===== config.mk =====
export PLATFORM = sky130hd
export DESIGN_NAME = fos_stats
export DESIGN_NICKNAME = d
export VERILOG_FILES = /design/src/hdl/fifo_with_occupancy_statistics_top_defines.svh /design/src/hdl/fos_pkg.sv /design/src/hdl/fos_stats.sv
export SDC_FILE = /design/constraint.sdc
export NUM_CORES = 1
export LEC_CHECK = 0
export CAP_MARGIN = 20
export CELL_PAD_IN_SITES_DETAIL_PLACEMENT = 1
export CELL_PAD_IN_SITES_GLOBAL_PLACEMENT = 1
export CORE_ASPECT_RATIO = 1.2
export CORE_MARGIN = 2
export CORE_UTILIZATION = 35
export DETAILED_ROUTE_END_ITERATION = 8
export DONT_BUFFER_PORTS = 1
export PLACE_DENSITY_LB_ADDON = 0.1
export SETUP_SLACK_MARGIN = 0.15
export SYNTH_ARGS = -nofsm -noshare
export SYNTH_HDL_FRONTEND = slang
export SYNTH_SLANG_ARGS = --single-unit
export TNS_END_PERCENT = 5

===== constraint.sdc =====
create_clock -name clk -period 6.7 [get_ports clk]
set_input_delay 0.67 -clock clk [delete_from_list [all_inputs] [get_ports clk]]
set_output_delay 0.67 -clock clk [all_outputs]
set_load 0.05 [all_outputs]

===== src/hdl/fifo_with_occupancy_statistics_top_defines.svh =====
// Assertion macros for the FIFO with occupancy statistics.
// No dependencies; included by the modules that carry assertions.
`ifndef FIFO_WITH_OCCUPANCY_STATISTICS_TOP_DEFINES_SVH
`define FIFO_WITH_OCCUPANCY_STATISTICS_TOP_DEFINES_SVH
`ifndef SYNTHESIS
`define FOS_ASSERT_IMPLIES(label, clk, rst_n, ante, cons) \
    label: assert property (@(posedge clk) disable iff (!rst_n) (ante) |-> (cons)) \
        else $error("assertion failed");
`define FOS_ASSERT_NEXT(label, clk, rst_n, ante, cons) \
    label: assert property (@(posedge clk) disable iff (!rst_n) (ante) |=> (cons)) \
        else $error("assertion failed");
`else
`define FOS_ASSERT_IMPLIES(label, clk, rst_n, ante, cons)
`define FOS_ASSERT_NEXT(label, clk, rst_n, ante, cons)
`endif
`endif


===== src/hdl/fos_pkg.sv =====
// Shared types, constants and helpers for the FIFO with occupancy statistics.
// No dependencies.
package fos_pkg;

    localparam int DEPTH      = 256;
    localparam int DATA_W     = 32;
    localparam int IDX_W      = $clog2(DEPTH);
    localparam int CNT_W      = 8;
    localparam int CAP_W      = 9;
    localparam int TIME_W     = 32;
    localparam int AREA_W     = 64;
    localparam int PROD_W     = TIME_W + CNT_W;
    localparam int STATUS_W   = 2;
    localparam int IN_TDATA_W  = DATA_W + TIME_W;
    localparam int OUT_TDATA_W = DATA_W + 2 * CNT_W + AREA_W + TIME_W;
    localparam int CAP_RESET  = 256;
    localparam int CAP_MIN    = 2;
    localparam int CAP_MAX    = (DEPTH < 256) ? DEPTH : 256;

    localparam logic [STATUS_W-1:0] STATUS_OK    = 2'd0;
    localparam logic [STATUS_W-1:0] STATUS_FULL  = 2'd1;
    localparam logic [STATUS_W-1:0] STATUS_EMPTY = 2'd2;

    localparam logic REQ_ENQ = 1'b0;
    localparam logic REQ_DEQ = 1'b1;

    typedef enum logic [1:0] {
        ST_IDLE,
        ST_DIFF,
        ST_MUL,
        ST_ACC
    } fos_state_t;

    typedef struct packed {
        logic diff_en;
        logic mul_en;
        logic acc_en;
    } fos_ctrl_t;

    // Most entries held for a given capacity register value.
    function automatic logic [CNT_W-1:0] held_limit(input logic [CAP_W-1:0] cap);
        logic [CAP_W-1:0] c;
        begin
            c = cap;
            if (c < CAP_W'(CAP_MIN))
            begin
                c = CAP_W'(CAP_MIN);
            end
            if (c > CAP_W'(CAP_MAX))
            begin
                c = CAP_W'(CAP_MAX);
            end
            held_limit = CNT_W'(c - CAP_W'(1));
        end
    endfunction

endpackage


===== src/hdl/fos_stats.sv =====
// Time-weighted occupancy accumulator: elapsed time, multiply, saturating sums.
// Depends on fos_pkg.
module fos_stats (
    input  logic                       clk,
    input  logic                       rst_n,
    input  fos_pkg::fos_ctrl_t         ctrl,
    input  logic [fos_pkg::TIME_W-1:0] event_time,
    input  logic [fos_pkg::CNT_W-1:0]  count,
    output logic [fos_pkg::AREA_W-1:0] area_sum,
    output logic [fos_pkg::TIME_W-1:0] time_sum
);
    import fos_pkg::*;

    logic [TIME_W-1:0] last_time_reg;
    logic [TIME_W-1:0] elapsed_reg;
    logic [PROD_W-1:0] product_reg;
    logic [AREA_W-1:0] weighted_reg;
    logic [TIME_W-1:0] total_reg;
    logic [AREA_W:0]   weighted_sum;
    logic [TIME_W:0]   total_sum;
    logic              forward;

    assign forward      = event_time >= last_time_reg;
    assign weighted_sum = {1'b0, weighted_reg} + {{(AREA_W + 1 - PROD_W){1'b0}}, product_reg};
    assign total_sum    = {1'b0, total_reg} + {1'b0, elapsed_reg};

    always_ff @(posedge clk or negedge rst_n)
    begin
        if (!rst_n)
        begin
            last_time_reg <= '0;
            weighted_reg  <= '0;
            total_reg     <= '0;
        end
        else
        begin
            if (ctrl.diff_en && forward)
            begin
                last_time_reg <= event_time;
            end
            if (ctrl.acc_en)
            begin
                weighted_reg <= weighted_sum[AREA_W] ? '1 : weighted_sum[AREA_W-1:0];
                total_reg    <= total_sum[TIME_W] ? '1 : total_sum[TIME_W-1:0];
            end
        end
    end

    always_ff @(posedge clk)
    begin
        if (ctrl.diff_en)
        begin
            elapsed_reg <= forward ? (event_time - last_time_reg) : '0;
        end
        if (ctrl.mul_en)
        begin
            product_reg <= PROD_W'(elapsed_reg) * PROD_W'(count);
        end
    end

    assign area_sum = weighted_reg;
    assign time_sum = total_reg;

endmodule


# After elaboration in Yosys (flattened, before gate mapping)
# Index checks and enable logic that the tools add are counted.
[op_classes]
n_lt_le_gt_ge = 1
n_reduce_logical = 1
n_mux = 2
n_addsub = 3
mul = 1
[ops]
columns = ["operator", "count"]
rows = [
  ["$add 64x40->65", 1],
  ["$mux 64", 1],
  ["$mul 32x8->40", 1],
  ["$add 32x32->33", 1],
  ["$ge 32x32->1", 1],
  ["$mux 32", 1],
  ["$sub 32x32->32", 1],
  ["$logic_and 1x1->1", 1],
]
[totals]
inputBits = 45
ff_bits = 200
out_inout_bits = 96
word_cells = 13

# Longest topological paths before layout
[logic_depth]
depth_word = 2
depth_mapped = 20
ltp_nobuf = 19

# Worst setup path before layout
# OpenSTA, ideal clock, no wires.
[synth_timing]
path_kind = "input -> register"
start = "input port count[7] (netlist bit)"
end = "register product_reg[38] (data pin)"
arrival_ns = 5.313
n_path_buf = 1
cell_stages = 19
path_slack_ns = 1.130
setup_time_ns = 0.258
t_required_ns = 6.442
path_cell_list = "clkbuf_1 -> nand2_1 -> fa_1 -> fa_1 -> inv_1 -> fa_1 -> inv_1 -> fa_1 -> inv_1 -> ha_1 -> a21o_1 -> a2111oi_2 -> o211ai_1 -> o211ai_1 -> a41o_1 -> o211ai_1 -> a31o_2 -> a21oi_1 -> xnor2_1"
[synth_via]
elab_chain_len = 1
[synth_lines]
columns = ["item", "line", "source"]
rows = [
  ["from (decl)", "fos_stats.sv:8", "input logic [fos_pkg::CNT_W-1:0] count,"],
  ["$mul 32x8->40", "fos_stats.sv:57", "product_reg <= PROD_W'(elapsed_reg) * PROD_W'(count);"],
  ["to (signal assigned)", "fos_stats.sv:57", ""],
  ["to (decl)", "fos_stats.sv:16", "logic [PROD_W-1:0] product_reg;"],
]
# No other way between the ends.
# A chain may end at the register's enable or synchronous reset.

# Worst setup path after layout
[layout_timing]
start = "register elapsed_reg[0]"
end = "register product_reg[38] (data pin)"
[layout_via]
elab_chain_len = 1
[layout_lines]
columns = ["item", "line", "source"]
rows = [
  ["from (decl)", "fos_stats.sv:15", "logic [TIME_W-1:0] elapsed_reg;"],
  ["from (signal assigned)", "fos_stats.sv:53", "elapsed_reg <= forward ? (event_time - last_time_reg) : '0;"],
  ["$mul 32x8->40", "fos_stats.sv:57", ""],
]
# No other way between the ends.

==> metrics.txt <==
number of diodes=0; initial antenna violation count=0; f_max=approximately 0.17 GHz; CP max stage delay=about 0.55 ns; Seq/Total Area, Yosys=0.255; Synth Instances=roughly 2200; layout cells sized above 1=0.0525; # DRC=0; Largest register FFs=64; Final min period=5.79 ns; Post-synth top cells=inv_1, and2_1, fa_1, ha_1, nand2_1; register area=approximately 0.0054 mm^2; I/O Buffers=0; Yosys top cell by area=fa_1; GRT met1 Usage=0.230; die height=around 270 um; Final Slew Violations=0; Critical Path Start Type=flip-flop; slew margin rel.=0.421; Post-synth ARST share=0.640; Detailed Routing Iterations Pass 1=4; Core ar.=0.0596 mm^2; Routed Antenna Nets=0; die area=approximately 0.062 mm^2; Final period util=0.864; HP Class=primary input to asynchronous set/reset pin; total CTS buffers=17; gpl congestion=0.838; Setup TNS=0 ns; GR Util met2=0.341; # rows=98; nature of the critical path endpoint=flip-flop; CP required=about 6.9 ns; clock skew=between 0.015 and 0.02 ns; # placed instances=slightly below 3000; Top Usage Layer GRT=met2; vias=around 16000; sinks on the clock net=200; most used flip-flop cell after synthesis=dfrtp_1; RSZ-0062 raised after global routing=no; largest cells by area after synthesis=fa_1, dfrtp_1, edfxtp_1, ha_1, and2_1; clk root buf=clkbuf_16; M3 GR Usage=0.0395; setup violators final=0; most instantiated library cell after synthesis=inv_1; synthesized area=0.0211 mm^2; Place WS=0.794 ns; Worst-Skew Late Latency=roughly 0.5 ns; worst setup margin=between 0.9 and 1 ns; fillers=6927; DP HPWL=45.4 mm; Total Routing Usage GR=0.191; WS Path Type=flip-flop to flip-flop; number of setup buffers added after CTS=0; Reg2Reg Depth=18; synth warn=0; Yosys reg bits=200; area of the multi-input gates=0.0144 mm^2; Yosys cell types=77; Worst-path clk slew=0.09 ns; Synth top area share=0.174; DRT iter0 DRCs=around 610; routed wire length per instance=about 19 um; outcome=completed; starting density of the core=0.354; WP data arrival=between 6 and 7 ns; Vias/cell=roughly 5.2; # IOs=about 140; Post-CTS Resized=0; EDFF count, synth=72; CP max FO=9; hold buffer count at CTS=1; Worst Tran Pin Value=0.868 ns; final hold viol count=0; Overflow after GRT=0; Synth Net Count=between 2000 and 3000; first-pass GRT wire length=roughly 95 mm; area grow syn2layout=6.18%; htree depth=4; Post-layout nets=around 2600; Max Root-Sink Buffers=2; worst-path cell chain=nand2_1, fa_1, fa_1, inv_1, fa_1, inv_1, fa_1, inv_1, ha_1, a21o_1, a2111oi_2, o211ai_1, o211ai_1, a41o_1, o211ai_1, a31o_2, a21oi_1, xnor2_1; Syn Area/Cell=~9.4 um^2; pin count of the biggest net entering global routing=129; post-route insts no fill=2991; crit-path most repeated cell=fa_1; total wire length=about 58 mm; vias in the first global route=between 15000 and 20000; Slowest-stage cell, CP=fa_1; CTS tree=built; Fin Hold WS=0.126 ns; Max-Cap Viols=0; die width=228 um
-- critical path: cells and delay by family, from the launching register on --
family | cells | cell delay (ns)
XOR/XNOR | 1 | 0.09
AO/OA/AOI/OAI | 8 | 2.17
buffers and inverters | 3 | 0.14
AND/OR/NAND/NOR | 1 | 0.14
flip-flops | 1 | 0.51
adder cells (fa/ha/maj) | 5 | 2.47
-- layer usage --
layer / up-vias / share of wire
li1: 7535 / -
met1: 7853 / 0.44
met4: 0 / 0.021
met3: 50 / 0.039
met5: - / 0
met2: 172 / 0.50
-- final timing paths --
check,startpoint,to,slack [ns]
setup / recovery,elapsed_reg[0],product_reg[38],0.91
hold / removal,rst_n,area_sum[43],0.13
setup reg to reg,elapsed_reg[0],product_reg[38],0.91
hold reg to reg,last_time_reg[5],last_time_reg[5],0.51
max in group asynchronous,rst_n,time_sum[30],5.95
min in group clk,ctrl[2],elapsed_reg[25],0.29
-- per-stage QoR --
stage               area [um^2]   util
finish                    22400  0.375
global route              22400  0.375
floorplan                 21100      -
CTS                       22400  0.375
detailed placement        21800  0.365
global placement          21800  0.365
-- final cells by class --
cell class / instances / area share
inverter: 262 / 0.0440
timing repair buffer: 5 / 0.00274
clock inverter: 14 / 0.00582
sequential: 200 / 0.240
tap: 800 / 0.0448
multi-input combinational: 1692 / 0.643
clock buffer: 18 / 0.0196
-- placed cells by master (no fill, tap or decap), types with 22 or more instances in the layout --
| master | synthesis | routed |
|---|---|---|
| inv_1 | 262 | 262 |
| and2_1 | 207 | 207 |
| fa_1 | 183 | 183 |
| ha_1 | 164 | 164 |
| nand2_1 | 146 | 146 |
| a21oi_1 | 133 | 133 |
| dfrtp_1 | 128 | 128 |
| nor2_1 | 121 | 121 |
| a21o_1 | 89 | 89 |
| o21ai_0 | 72 | 72 |
| edfxtp_1 | 72 | 72 |
| xnor2_1 | 70 | 70 |
| xor2_1 | 44 | 44 |
| o22a_1 | 43 | 43 |
| a31oi_1 | 40 | 40 |
| mux2_2 | 40 | 40 |
| nor3_1 | 35 | 35 |
| nand3_1 | 32 | 32 |
| and3_1 | 22 | 22 |
-- cell families after synthesis --
family	Yosys count	share of synthesized area
AND/OR/NAND/NOR	661	0.165
AO/OA/AOI/OAI	523	0.174
adder cells (fa/ha/maj)	347	0.271
buffers and inverters	341	0.0629
flip-flops	200	0.255
XOR/XNOR	114	0.0474
multiplexers	47	0.0247
Power is not shown: default switching activity piles up to over one toggle a cycle in this logic, so the estimate is an artifact.
